**src/design/pfa_pkg.sv**
```systemverilog
package pfa_pkg;

	localparam int SIZE_IN_W = 31;
	localparam int IDX_OUT_W = 4;
	localparam int STATUS_W  = 2;

	localparam logic FIT_FIRST = 1'b0;
	localparam logic FIT_BEST  = 1'b1;

	typedef enum logic [STATUS_W-1:0] {
		ST_ALLOCATED = 2'd0,
		ST_NO_FIT    = 2'd1,
		ST_APPENDED  = 2'd2,
		ST_FULL      = 2'd3
	} status_t;

	typedef enum logic {
		CMD_APPEND   = 1'b0,
		CMD_ALLOCATE = 1'b1
	} command_t;

	typedef enum logic [3:0] {
		S_IDLE  = 4'b0001,
		S_SCAN  = 4'b0010,
		S_WRITE = 4'b0100,
		S_DONE  = 4'b1000
	} state_t;

	// table port strobes
	typedef struct packed {
		logic rd_en;
		logic wr_en;
	} mem_ctl_t;

	// selector controls
	typedef struct packed {
		logic clear;
		logic entry_valid;
		logic fit_mode;
	} sel_ctl_t;

endpackage

```
**src/design/partition_fit_allocator.sv**
```systemverilog
// Fixed-partition allocator with first-fit and best-fit selection.
// Request channel (req_valid / req_stall) carries one word: command and
// size_value. An append adds a free partition at the end of the table and
// returns its index, or status full. An allocate scans the table and marks
// the chosen partition taken, or returns no fit.
// Response channel (rsp_valid / rsp_stall) returns status and block_index,
// exactly one response word per request word.
// cfg_we / cfg_wdata write fit_mode (0 first fit, 1 best fit); write it only
// while no request is in flight.
// An append or a rejected request goes from accept straight to the done
// state and then into the response register. An allocate reads the partition
// table once per stored partition through a single registered read port,
// then passes a write-back step and a result step before the response.
// One request is in flight at a time; req_stall is high from accept until
// the result moves into the response register.
// The response register lets a new request be accepted while a response
// waits on rsp_stall; a finished result then holds until the register frees.
// Reset clears the partition count, fit_mode and the response valid.
module partition_fit_allocator #(
	parameter int MAX_PARTITIONS = 16,
	parameter int SIZE_BITS      = 31
) (
	input  logic                             clk,
	input  logic                             arst_n,
	input  logic                             cfg_we,
	input  logic                             cfg_wdata,
	input  logic                             req_valid,
	output logic                             req_stall,
	input  logic                             command,
	input  logic [pfa_pkg::SIZE_IN_W-1:0]    size_value,
	output logic                             rsp_valid,
	input  logic                             rsp_stall,
	output logic [pfa_pkg::STATUS_W-1:0]     status,
	output logic [pfa_pkg::IDX_OUT_W-1:0]    block_index
);

	localparam int IDX_W   = (MAX_PARTITIONS > 1) ? $clog2(MAX_PARTITIONS) : 1;
	localparam int CNT_W   = $clog2(MAX_PARTITIONS + 1);
	localparam int ENTRY_W = SIZE_BITS + 1;

	pfa_pkg::state_t   state_q;
	logic              fit_mode_q;
	logic [CNT_W-1:0]  count_q;
	logic [IDX_W-1:0]  scan_idx_q;
	logic [SIZE_BITS-1:0] want_q;
	pfa_pkg::status_t  res_status_q;
	logic [IDX_W-1:0]  res_index_q;
	logic              rsp_valid_q;
	logic [pfa_pkg::STATUS_W-1:0]  status_q;
	logic [pfa_pkg::IDX_OUT_W-1:0] block_index_q;

	logic                 accept;
	logic                 is_append;
	logic                 full;
	logic                 scan_last;
	logic                 rsp_free;
	logic [SIZE_BITS-1:0] want_in;

	pfa_pkg::mem_ctl_t    mem_ctl;
	logic [IDX_W-1:0]     wr_addr;
	logic [ENTRY_W-1:0]   wr_data;
	logic [IDX_W-1:0]     rd_addr;
	logic [ENTRY_W-1:0]   rd_data;

	pfa_pkg::sel_ctl_t    sel_ctl;
	logic                 found;
	logic [IDX_W-1:0]     pick;
	logic [SIZE_BITS-1:0] pick_size;

	assign req_stall = (state_q != pfa_pkg::S_IDLE);
	assign accept    = req_valid && !req_stall;
	assign is_append = (command == pfa_pkg::CMD_APPEND);
	assign want_in   = size_value[SIZE_BITS-1:0];
	assign full      = (count_q == CNT_W'(MAX_PARTITIONS));
	assign scan_last = ((CNT_W'(scan_idx_q) + CNT_W'(1)) == count_q);
	assign rsp_free  = !rsp_valid_q || !rsp_stall;

	// Table accesses are sequenced by state: writes only on append and in
	// write-back, reads only at allocate accept and in the scan, so no same-entry overlap.
	always_comb begin
		mem_ctl = '0;
		wr_addr = count_q[IDX_W-1:0];
		wr_data = {1'b0, want_in};
		rd_addr = '0;
		case (state_q)
			pfa_pkg::S_IDLE: begin
				if (accept && is_append && !full) begin
					mem_ctl.wr_en = 1'b1;
				end
				if (accept && !is_append && count_q != '0) begin
					mem_ctl.rd_en = 1'b1;
				end
			end
			pfa_pkg::S_SCAN: begin
				if (!scan_last) begin
					mem_ctl.rd_en = 1'b1;
					rd_addr       = scan_idx_q + IDX_W'(1);
				end
			end
			pfa_pkg::S_WRITE: begin
				if (found) begin
					mem_ctl.wr_en = 1'b1;
					wr_addr       = pick;
					wr_data       = {1'b1, pick_size};
				end
			end
			default: begin
			end
		endcase
	end

	always_comb begin
		sel_ctl.clear       = (state_q == pfa_pkg::S_IDLE);
		sel_ctl.entry_valid = (state_q == pfa_pkg::S_SCAN);
		sel_ctl.fit_mode    = fit_mode_q;
	end

	pfa_table #(
		.DEPTH  (MAX_PARTITIONS),
		.DATA_W (ENTRY_W)
	) u_table (
		.clk     (clk),
		.ctl     (mem_ctl),
		.wr_addr (wr_addr),
		.wr_data (wr_data),
		.rd_addr (rd_addr),
		.rd_data (rd_data)
	);

	pfa_sel #(
		.IDX_W     (IDX_W),
		.SIZE_BITS (SIZE_BITS)
	) u_sel (
		.clk         (clk),
		.arst_n      (arst_n),
		.ctl         (sel_ctl),
		.want        (want_q),
		.entry_size  (rd_data[SIZE_BITS-1:0]),
		.entry_taken (rd_data[SIZE_BITS]),
		.entry_idx   (scan_idx_q),
		.found       (found),
		.pick        (pick),
		.pick_size   (pick_size)
	);

	always_ff @(posedge clk or negedge arst_n) begin
		if (!arst_n) begin
			fit_mode_q <= pfa_pkg::FIT_FIRST;
		end else if (cfg_we) begin
			fit_mode_q <= cfg_wdata;
		end
	end

	always_ff @(posedge clk or negedge arst_n) begin
		if (!arst_n) begin
			state_q    <= pfa_pkg::S_IDLE;
			count_q    <= '0;
			scan_idx_q <= '0;
		end else begin
			case (state_q)
				pfa_pkg::S_IDLE: begin
					if (accept) begin
						scan_idx_q <= '0;
						if (is_append) begin
							if (!full) begin
								count_q <= count_q + CNT_W'(1);
							end
							state_q <= pfa_pkg::S_DONE;
						end else if (count_q == '0) begin
							state_q <= pfa_pkg::S_DONE;
						end else begin
							state_q <= pfa_pkg::S_SCAN;
						end
					end
				end
				pfa_pkg::S_SCAN: begin
					if (scan_last) begin
						state_q <= pfa_pkg::S_WRITE;
					end else begin
						scan_idx_q <= scan_idx_q + IDX_W'(1);
					end
				end
				pfa_pkg::S_WRITE: begin
					state_q <= pfa_pkg::S_DONE;
				end
				pfa_pkg::S_DONE: begin
					if (rsp_free) begin
						state_q <= pfa_pkg::S_IDLE;
					end
				end
				default: begin
					state_q <= pfa_pkg::S_IDLE;
				end
			endcase
		end
	end

	always_ff @(posedge clk) begin
		if (state_q == pfa_pkg::S_IDLE && accept) begin
			want_q <= want_in;
			if (is_append) begin
				if (full) begin
					res_status_q <= pfa_pkg::ST_FULL;
					res_index_q  <= '0;
				end else begin
					res_status_q <= pfa_pkg::ST_APPENDED;
					res_index_q  <= count_q[IDX_W-1:0];
				end
			end else begin
				res_status_q <= pfa_pkg::ST_NO_FIT;
				res_index_q  <= '0;
			end
		end else if (state_q == pfa_pkg::S_WRITE) begin
			if (found) begin
				res_status_q <= pfa_pkg::ST_ALLOCATED;
				res_index_q  <= pick;
			end else begin
				res_status_q <= pfa_pkg::ST_NO_FIT;
				res_index_q  <= '0;
			end
		end
	end

	// response register
	always_ff @(posedge clk or negedge arst_n) begin
		if (!arst_n) begin
			rsp_valid_q <= 1'b0;
		end else if (state_q == pfa_pkg::S_DONE && rsp_free) begin
			rsp_valid_q <= 1'b1;
		end else if (!rsp_stall) begin
			rsp_valid_q <= 1'b0;
		end
	end

	always_ff @(posedge clk) begin
		if (state_q == pfa_pkg::S_DONE && rsp_free) begin
			status_q      <= res_status_q;
			block_index_q <= pfa_pkg::IDX_OUT_W'(res_index_q);
		end
	end

	assign rsp_valid   = rsp_valid_q;
	assign status      = status_q;
	assign block_index = block_index_q;

endmodule

```
**src/design/pfa_table.sv**
```systemverilog
module pfa_table #(
	parameter int DEPTH  = 16,
	parameter int DATA_W = 32
) (
	input  logic                                     clk,
	input  pfa_pkg::mem_ctl_t                        ctl,
	input  logic [((DEPTH > 1) ? $clog2(DEPTH) : 1)-1:0] wr_addr,
	input  logic [DATA_W-1:0]                        wr_data,
	input  logic [((DEPTH > 1) ? $clog2(DEPTH) : 1)-1:0] rd_addr,
	output logic [DATA_W-1:0]                        rd_data
);

	logic [DATA_W-1:0] mem_q [DEPTH];
	logic [DATA_W-1:0] rd_data_q;

	always_ff @(posedge clk) begin
		if (ctl.wr_en) begin
			mem_q[wr_addr] <= wr_data;
		end
	end

	always_ff @(posedge clk) begin
		if (ctl.rd_en) begin
			rd_data_q <= mem_q[rd_addr];
		end
	end

	assign rd_data = rd_data_q;

endmodule

```
**src/design/pfa_sel.sv**
```systemverilog
module pfa_sel #(
	parameter int IDX_W     = 4,
	parameter int SIZE_BITS = 31
) (
	input  logic                 clk,
	input  logic                 arst_n,
	input  pfa_pkg::sel_ctl_t    ctl,
	input  logic [SIZE_BITS-1:0] want,
	input  logic [SIZE_BITS-1:0] entry_size,
	input  logic                 entry_taken,
	input  logic [IDX_W-1:0]     entry_idx,
	output logic                 found,
	output logic [IDX_W-1:0]     pick,
	output logic [SIZE_BITS-1:0] pick_size
);

	logic                 found_q;
	logic [IDX_W-1:0]     pick_q;
	logic [SIZE_BITS-1:0] pick_size_q;
	logic                 fits;
	logic                 take;

	// first fit keeps the first hit; best fit replaces only on a strictly smaller size
	assign fits = !entry_taken && (entry_size >= want);
	assign take = ctl.entry_valid && fits &&
		(!found_q || (ctl.fit_mode == pfa_pkg::FIT_BEST && entry_size < pick_size_q));

	always_ff @(posedge clk or negedge arst_n) begin
		if (!arst_n) begin
			found_q <= 1'b0;
		end else if (ctl.clear) begin
			found_q <= 1'b0;
		end else if (take) begin
			found_q <= 1'b1;
		end
	end

	always_ff @(posedge clk) begin
		if (take) begin
			pick_q      <= entry_idx;
			pick_size_q <= entry_size;
		end
	end

	assign found     = found_q;
	assign pick      = pick_q;
	assign pick_size = pick_size_q;

endmodule

```
**config.mk**
```make
export PLATFORM = sky130hd
export DESIGN_NAME = partition_fit_allocator
export DESIGN_NICKNAME = d
export VERILOG_FILES = /design/src/design/pfa_pkg.sv /design/src/design/partition_fit_allocator.sv /design/src/design/pfa_table.sv /design/src/design/pfa_sel.sv
export SDC_FILE = /design/constraint.sdc
export NUM_CORES = 1
export LEC_CHECK = 0
export ABC_AREA = 1
export BUFFER_PORTS_ARGS = -buffer_cell sky130_fd_sc_hd__buf_4
export CAP_MARGIN = 30
export CORE_MARGIN = 2
export CORE_UTILIZATION = 45
export CTS_CLUSTER_SIZE = 24
export DETAILED_ROUTE_END_ITERATION = 12
export GPL_TIMING_DRIVEN = 0
export PLACE_DENSITY = 0.64
export SYNTH_ARGS = -nofsm -noshare
export SYNTH_HDL_FRONTEND = slang
export SYNTH_HIERARCHICAL = 1
export SYNTH_SLANG_ARGS = --single-unit
```
**constraint.sdc**
```tcl
create_clock -name clk -period 5.1 [get_ports clk]
set_input_delay 0.51 -clock clk [delete_from_list [all_inputs] [get_ports clk]]
set_output_delay 0.51 -clock clk [all_outputs]
set_load 0.05 [all_outputs]
```
==> flow_summary.ini, run 1 <==
[sta]
finClkSkew_ps = 17.5
timing.final.ws_setup_ps = 1550
drv_slew = 0
holdWs_ps = 94.9
min_period_ps = 3550
fin_crit_sh = 0.696
hold_viol_final = 0
max_freq_mhz = 282
rsz0062_at_grt = false
setup_viol = 0
max-slew-margin-rel = 0.295
worst_slew_pin_slew_ps = 1060

[setup_path]
cp-start-kind = flip-flop
crit_path_end_kind = flip-flop
critPathRequiredTime_ps = 5390
cp_common_cell = nand2_1
critPathArrivalTime_ps = 3840
critPathMaxFanout = 10
max_stage_delay_ps = 650
critPathSlowestCell = buf_1
criticalPathCategory = flip-flop to flip-flop
crit_chain = ha_1 -> inv_1 -> nand2_1 -> nand2_1 -> nand2_1 -> nand3_1 -> nor2_1 -> nand2_2 -> nand2_2 -> nor2_2 -> buf_2 -> buf_1 -> nand3_1 -> nand3_1 -> nand2_1

[synthesis]
async_reset_ff_frac = 0.0251
synth_nets = 2838
yosys.area.top_type_share = 0.654
yosysSeqAreaShare = 0.668
yosys-top-cells-count = nand2_1 (886), edfxtp_1 (622), inv_1 (494)
synth_cell_types = 35
yosys_warnings = 6
synth_top_cell_by_area = edfxtp_1
synth_area_leaders = edfxtp_1 (65%), nand2_1 (12%), nand3_1 (7.1%), inv_1 (6.5%), ha_1 (2.8%)
synth_edf_count = 622
synth_area_um2 = 28600
yosys_register_bits = 638
synthCells = 2736
synth_most_common_cell = nand2_1
syn_avg_cell_area_um2 = 10.4
synth_top_flop_cell = edfxtp_1

[cts]
clockBufferDepth = 3
htreeDepth = 3
cts_tree = yes
cts_buffers = 70
hold_buffers = 1
clkSlewWorstSetupHoldPaths_ps = 60
clock-sinks = 638
cts.repair.resized = 0
clock_latency_ps = 600
clockRootBuffer = clkbuf_16
cts_setup_buffers = 0

[power_and_ir_drop]
power.total_mw = 13.3
combPwrFrac = 0.170
power.density_nw_per_um2 = 407
pwr-share-clk = 0.357
p_int_mw = 9.54
p_switching_mw = 3.74
switching_share = 0.282
power_frac_seq = 0.473
leakagePower_nw = 14.0
ir_drop_mv = 0.201

[cells_and_area]
nets = 2975
synthToLayoutAreaGrowth_pct = 14.3
utilization = 0.519
diodes = 0
drive_gt1_frac = 0.0954
fillers = 5449

[grt]
grt_pass1_vias = 19400
grt_pass1_wl_um = 116000
grt.overflow.total = 0
groute.usage.overall = 0.235
antenna_found_initial = 0
grt_max_degree = 26

[run_status]
status = finished, final reports clean

[detailed_routing]
vias_per_cell = 5.18
wl_per_cell_um = 20.4
vias = 19500
drt_first_pass_iters = 7
drc = 0
drtIter0Drc = 1964
wl_um = 77000
postRouteAntennaNets = 0

[die]
die_x_um = 256
core_area_um2 = 63000
initial_core_util = 0.454
ios = 46
dieArea_um2 = 65500
die_h_um = 256
rows = 92

[min_path]
hold_path_class = input port to flip-flop

[placed_design]
hpwl_um = 53100
finalWeightedCongestion = 0.903
post-place-ws_ps = 1660
io_buffers = 45

[flow_run]
max_cap_viol_count = 0
[final timing paths]
check                               startpoint                 end  slack (ps)  depth (start not counted)
min in group asynchronous               arst_n           rsp_valid         330                          2
worst max register to register   scan_idx_q[0]  u_table/rd_data[6]        1550                         15
worst max-delay path             scan_idx_q[0]  u_table/rd_data[6]        1550                         15
worst min-delay path             size_value[8]           want_q[8]          90                          1
max in group asynchronous               arst_n          state_q[0]        4520                          2
worst min register to register  res_index_q[3]      block_index[3]         420                          0
[critical path, delay by kind of cell (launching register included)]
kind | cells | cell delay (ps)
simple gates | 11 | 1370
buf+inv | 3 | 1120
fa+ha+maj | 1 | 280
flops | 1 | 470
[metrics by stage]
step,std cells,setup TNS (ps),area [µm²]
final,3770,0,32700
after detailed placement,3646,0,30500
after global routing,3770,0,32700
after CTS,3770,0,32700
after floorplan,2736,0,28600
after global placement,3627,-9000,30000
[layout by cell type, fill, tap and decap left out, drive strengths merged, types with 2 or more instances in the layout]
master | synthesis | final
o21a | 2 | 2
dfrtp | 15 | 15
nand4 | 10 | 10
a21oi | 30 | 30
bufinv | 0 | 2
inv | 496 | 502
nand2 | 894 | 894
clkbuf | 18 | 101
nor2 | 51 | 51
clkinv | 0 | 29
nand3b | 4 | 4
ha | 64 | 64
o21ai | 15 | 15
o22ai | 4 | 4
xor2 | 3 | 3
buf | 96 | 160
clkinvlp | 0 | 3
nor4 | 2 | 2
edfxtp | 622 | 622
nand3 | 404 | 404
[power groups by stage]
stage          Combinational (mW)  Sequential (mW)  Clock (mW)
3_3_place_gp                 2.06             6.40           0
3_5_place_dp                 2.23             6.39           0
6_report                     2.26             6.28        4.74
2_1_floorplan                1.38             6.38           0
5_1_grt                      2.48             6.31        5.03
4_1_cts                      2.25             6.28        4.82
[logic make-up after synthesis]
| family | count (synthesis) | synth area share |
|---|---|---|
| AOI/OAI and AO/OA | 53 | 0.00994 |
| adders and majority gates | 64 | 0.0280 |
| xor gates and xnor gates | 4 | 0.00123 |
| buffers and inverters | 610 | 0.0913 |
| muxes | 1 | 0.000394 |
| and+or+nand+nor | 1366 | 0.202 |
| DFF | 638 | 0.668 |
[registers in the layout (all words and copies together) (netlist names)]
register and cells:
u_sel/pick 4, rsp_valid 1, scan_idx_q 4, u_sel/pick_size 31, status 2, u_sel/found 1, block_index 4, u_table/rd_data 32
count_q 5, state_q 4, want_q 31, fit_mode_q 1, res_index_q 4, u_table/mem_q 512, res_status_q 2
[layout make-up]
type	count	area, µm²	area share
Inverter	496	1860	0.0571
Multi-Input combinational cell	1488	7030	0.215
Buffer	114	744	0.0228
Timing Repair Buffer	65	758	0.0232
Sequential cell	638	19100	0.584
Tap cell	846	1060	0.0324
Clock buffer	83	1860	0.0571
Clock inverter	40	260	0.00797
[layer usage]
layer,up-vias,routed length [µm],track usage
met4,0,2740,0.0955
met5,-,0,0
met3,171,6350,0.0358
met2,843,36300,0.390
met1,9379,31600,0.311
li1,9147,-,-
Note: power is estimated with default switching activity, not from simulation.
==> run 2, diff against run 1 <==
==> constraint.sdc (replaced) <==
create_clock -name clk -period 3.5 [get_ports clk]
set_input_delay 0.35 -clock clk [delete_from_list [all_inputs] [get_ports clk]]
set_output_delay 0.35 -clock clk [all_outputs]
set_load 0.05 [all_outputs]
==> run 2 against run 1 <==
- final cell count grew 1.0%
- design area grew 1.4%
- critical path depth is 8 lower
- wire length increased by 0.39%
- power rose by 46%
- worst setup slack got worse by 1500 ps
- maximum frequency grew 3.7%
- critical endpoint is now u_table/mem_q[2][14]
- highest routed layer unchanged
==> flow_summary.ini, run 2 (synthesized netlist as in run 1, its figures left out) <==
[run_status]
status = finished, final reports clean

[grt]
grt.overflow.total = 0
grt_max_degree = 27
grt_pass1_vias = 19300
grt_pass1_wl_um = 116000
groute.usage.overall = 0.236
antenna_found_initial = 1

[setup_path]
timing.rr.end = u_table/mem_q[2][14]
timing.rr.start = state_q[1]
rrSetupSlack_ps = 80
path_delay_family = simple AND/OR/NAND/NOR gates
cp-start-kind = flip-flop
ff2ff_path_depth = 7
critPathRequiredTime_ps = 3820
crit_chain = nor2_1 -> nand4_1 -> clkbuf_1 -> o21ai_0 -> nand2_1 -> nor2_4 -> buf_16
critPathMaxFanout = 18
criticalPathCategory = flip-flop to flip-flop
critPathSlowestCell = nor2_4
crit_path_end_kind = flip-flop
cp_num_buf_inv = 2
max_stage_delay_ps = 650
critPathArrivalTime_ps = 3740

[detailed_routing]
wl_per_cell_um = 20.3
drt_first_pass_iters = 7
wl_um = 77300
vias_per_cell = 5.18
drtIter0Drc = 2010
drc = 0
vias = 19700
postRouteAntennaNets = 0

[sta]
rsz0062_at_grt = true
finClkSkew_ps = 34.3
setup_viol = 0
hold_viol_final = 0
fin_crit_sh = 0.978
holdWs_ps = 46.6
min_period_ps = 3420
worst_slew_pin_slew_ps = 906
max-slew-margin-rel = 0.396
max_freq_mhz = 292
drv_slew = 0
fin_setup_tns_ps = 0

[placed_design]
hpwl_um = 52900
dp_cells = 3646
io_buffers = 45
finalWeightedCongestion = 0.875

[min_path]
hold_path_class = input port to flip-flop
min_to = state_q[0]
hold_depth = 4
min_from = req_valid

[die]
die_h_um = 256
ios = 46
core_area_um2 = 63000
rows = 92
initial_core_util = 0.454
die_x_um = 256
dieArea_um2 = 65500

[cts]
cts_tree = yes
clockRootBuffer = clkbuf_16
htreeDepth = 3
clock_latency_ps = 620
cts_buffers = 68
clkSlewWorstSetupHoldPaths_ps = 60
clock-sinks = 638
clockBufferDepth = 3

[cells_and_area]
largest_reg_flops = 512
synthToLayoutAreaGrowth_pct = 15.9
drive_gt1_frac = 0.0969
mostFrequentLayoutCells = nand2_1 (886), edfxtp_1 (622), inv_1 (494)
diodes = 0
stdcell_count = 3808
nets = 3015
final_common_cell = nand2_1
fillers = 5387
top_register = u_table/mem_q

[power_and_ir_drop]
power.total_mw = 19.4
leakagePower_nw = 14.2
ir_drop_mv = 0.278
power.density_nw_per_um2 = 584

[flow_run]
max_cap_viol_count = 0
## run 2: metrics by stage
stage	setup slack, ps	area [µm²]	util
3_5_place_dp	-68.8	30500	0.485
4_1_cts	10.3	33000	0.524
5_1_grt	-15.5	33100	0.526
2_1_floorplan	58.5	28600	-
6_report	77.9	33100	0.526
3_3_place_gp	-1680	30000	0.476
## run 2: metal layers
| metal | part of all wire | global-route usage |
|---|---|---|
| met1 | 0.41 | 0.314 |
| met2 | 0.47 | 0.387 |
| met3 | 0.091 | 0.0426 |
| met4 | 0.034 | 0.0906 |
| met5 | 0 | 0 |
## run 2: where the power goes
group | leakage [nW] | internal [mW] | switching [mW] | total (mW)
combinational | 7.36 | 1.04 | 2.29 | 3.33
sequential | 5.84 | 8.94 | 0.206 | 9.14
clock | 1.01 | 3.96 | 2.92 | 6.88
total | 14.2 | 13.9 | 5.42 | 19.4
## run 2: worst max path at each step
stage,slack (ps),cells after the start,from,endpoint
6_report,80,7,state_q[1],u_table/mem_q[2][14]
5_1_grt,-20,7,state_q[1],u_table/mem_q[2][16]
4_1_cts,10,7,state_q[1],u_table/mem_q[5][19]
3_5_place_dp,-70,7,state_q[1],u_table/mem_q[11][9]
3_3_place_gp,-1680,6,state_q[1],u_table/mem_q[11][7]
2_1_floorplan,60,9,u_table/rd_data[20],u_sel/pick[0]
## run 2: layout make-up
class	count	area, µm²	area share
buffer	113	753	0.0227
clock buffer	87	1820	0.0548
clock inverter	32	269	0.00812
inverter	496	1860	0.0563
multi-input combinational	1488	7030	0.212
sequential	638	19100	0.576
tap	846	1060	0.0320
timing repair buffer	108	1260	0.0379
## run 2: repair_timing
action	in CTS	in global routing
hold buffers	35	0
endpoints found under the hold margin	49	0
pin swaps	1	6
gates resized for setup	2	13
setup endpoints to repair	21	159
setup buffers	2	7
## run 2: worst register-to-register path, stage by stage, from the launching register on
cell and delay [ps]:
dfrtp_1 430, nor2_1 150, nand4_1 280, clkbuf_1 340
o21ai_0 580, nand2_1 420, nor2_4 660, buf_16 250
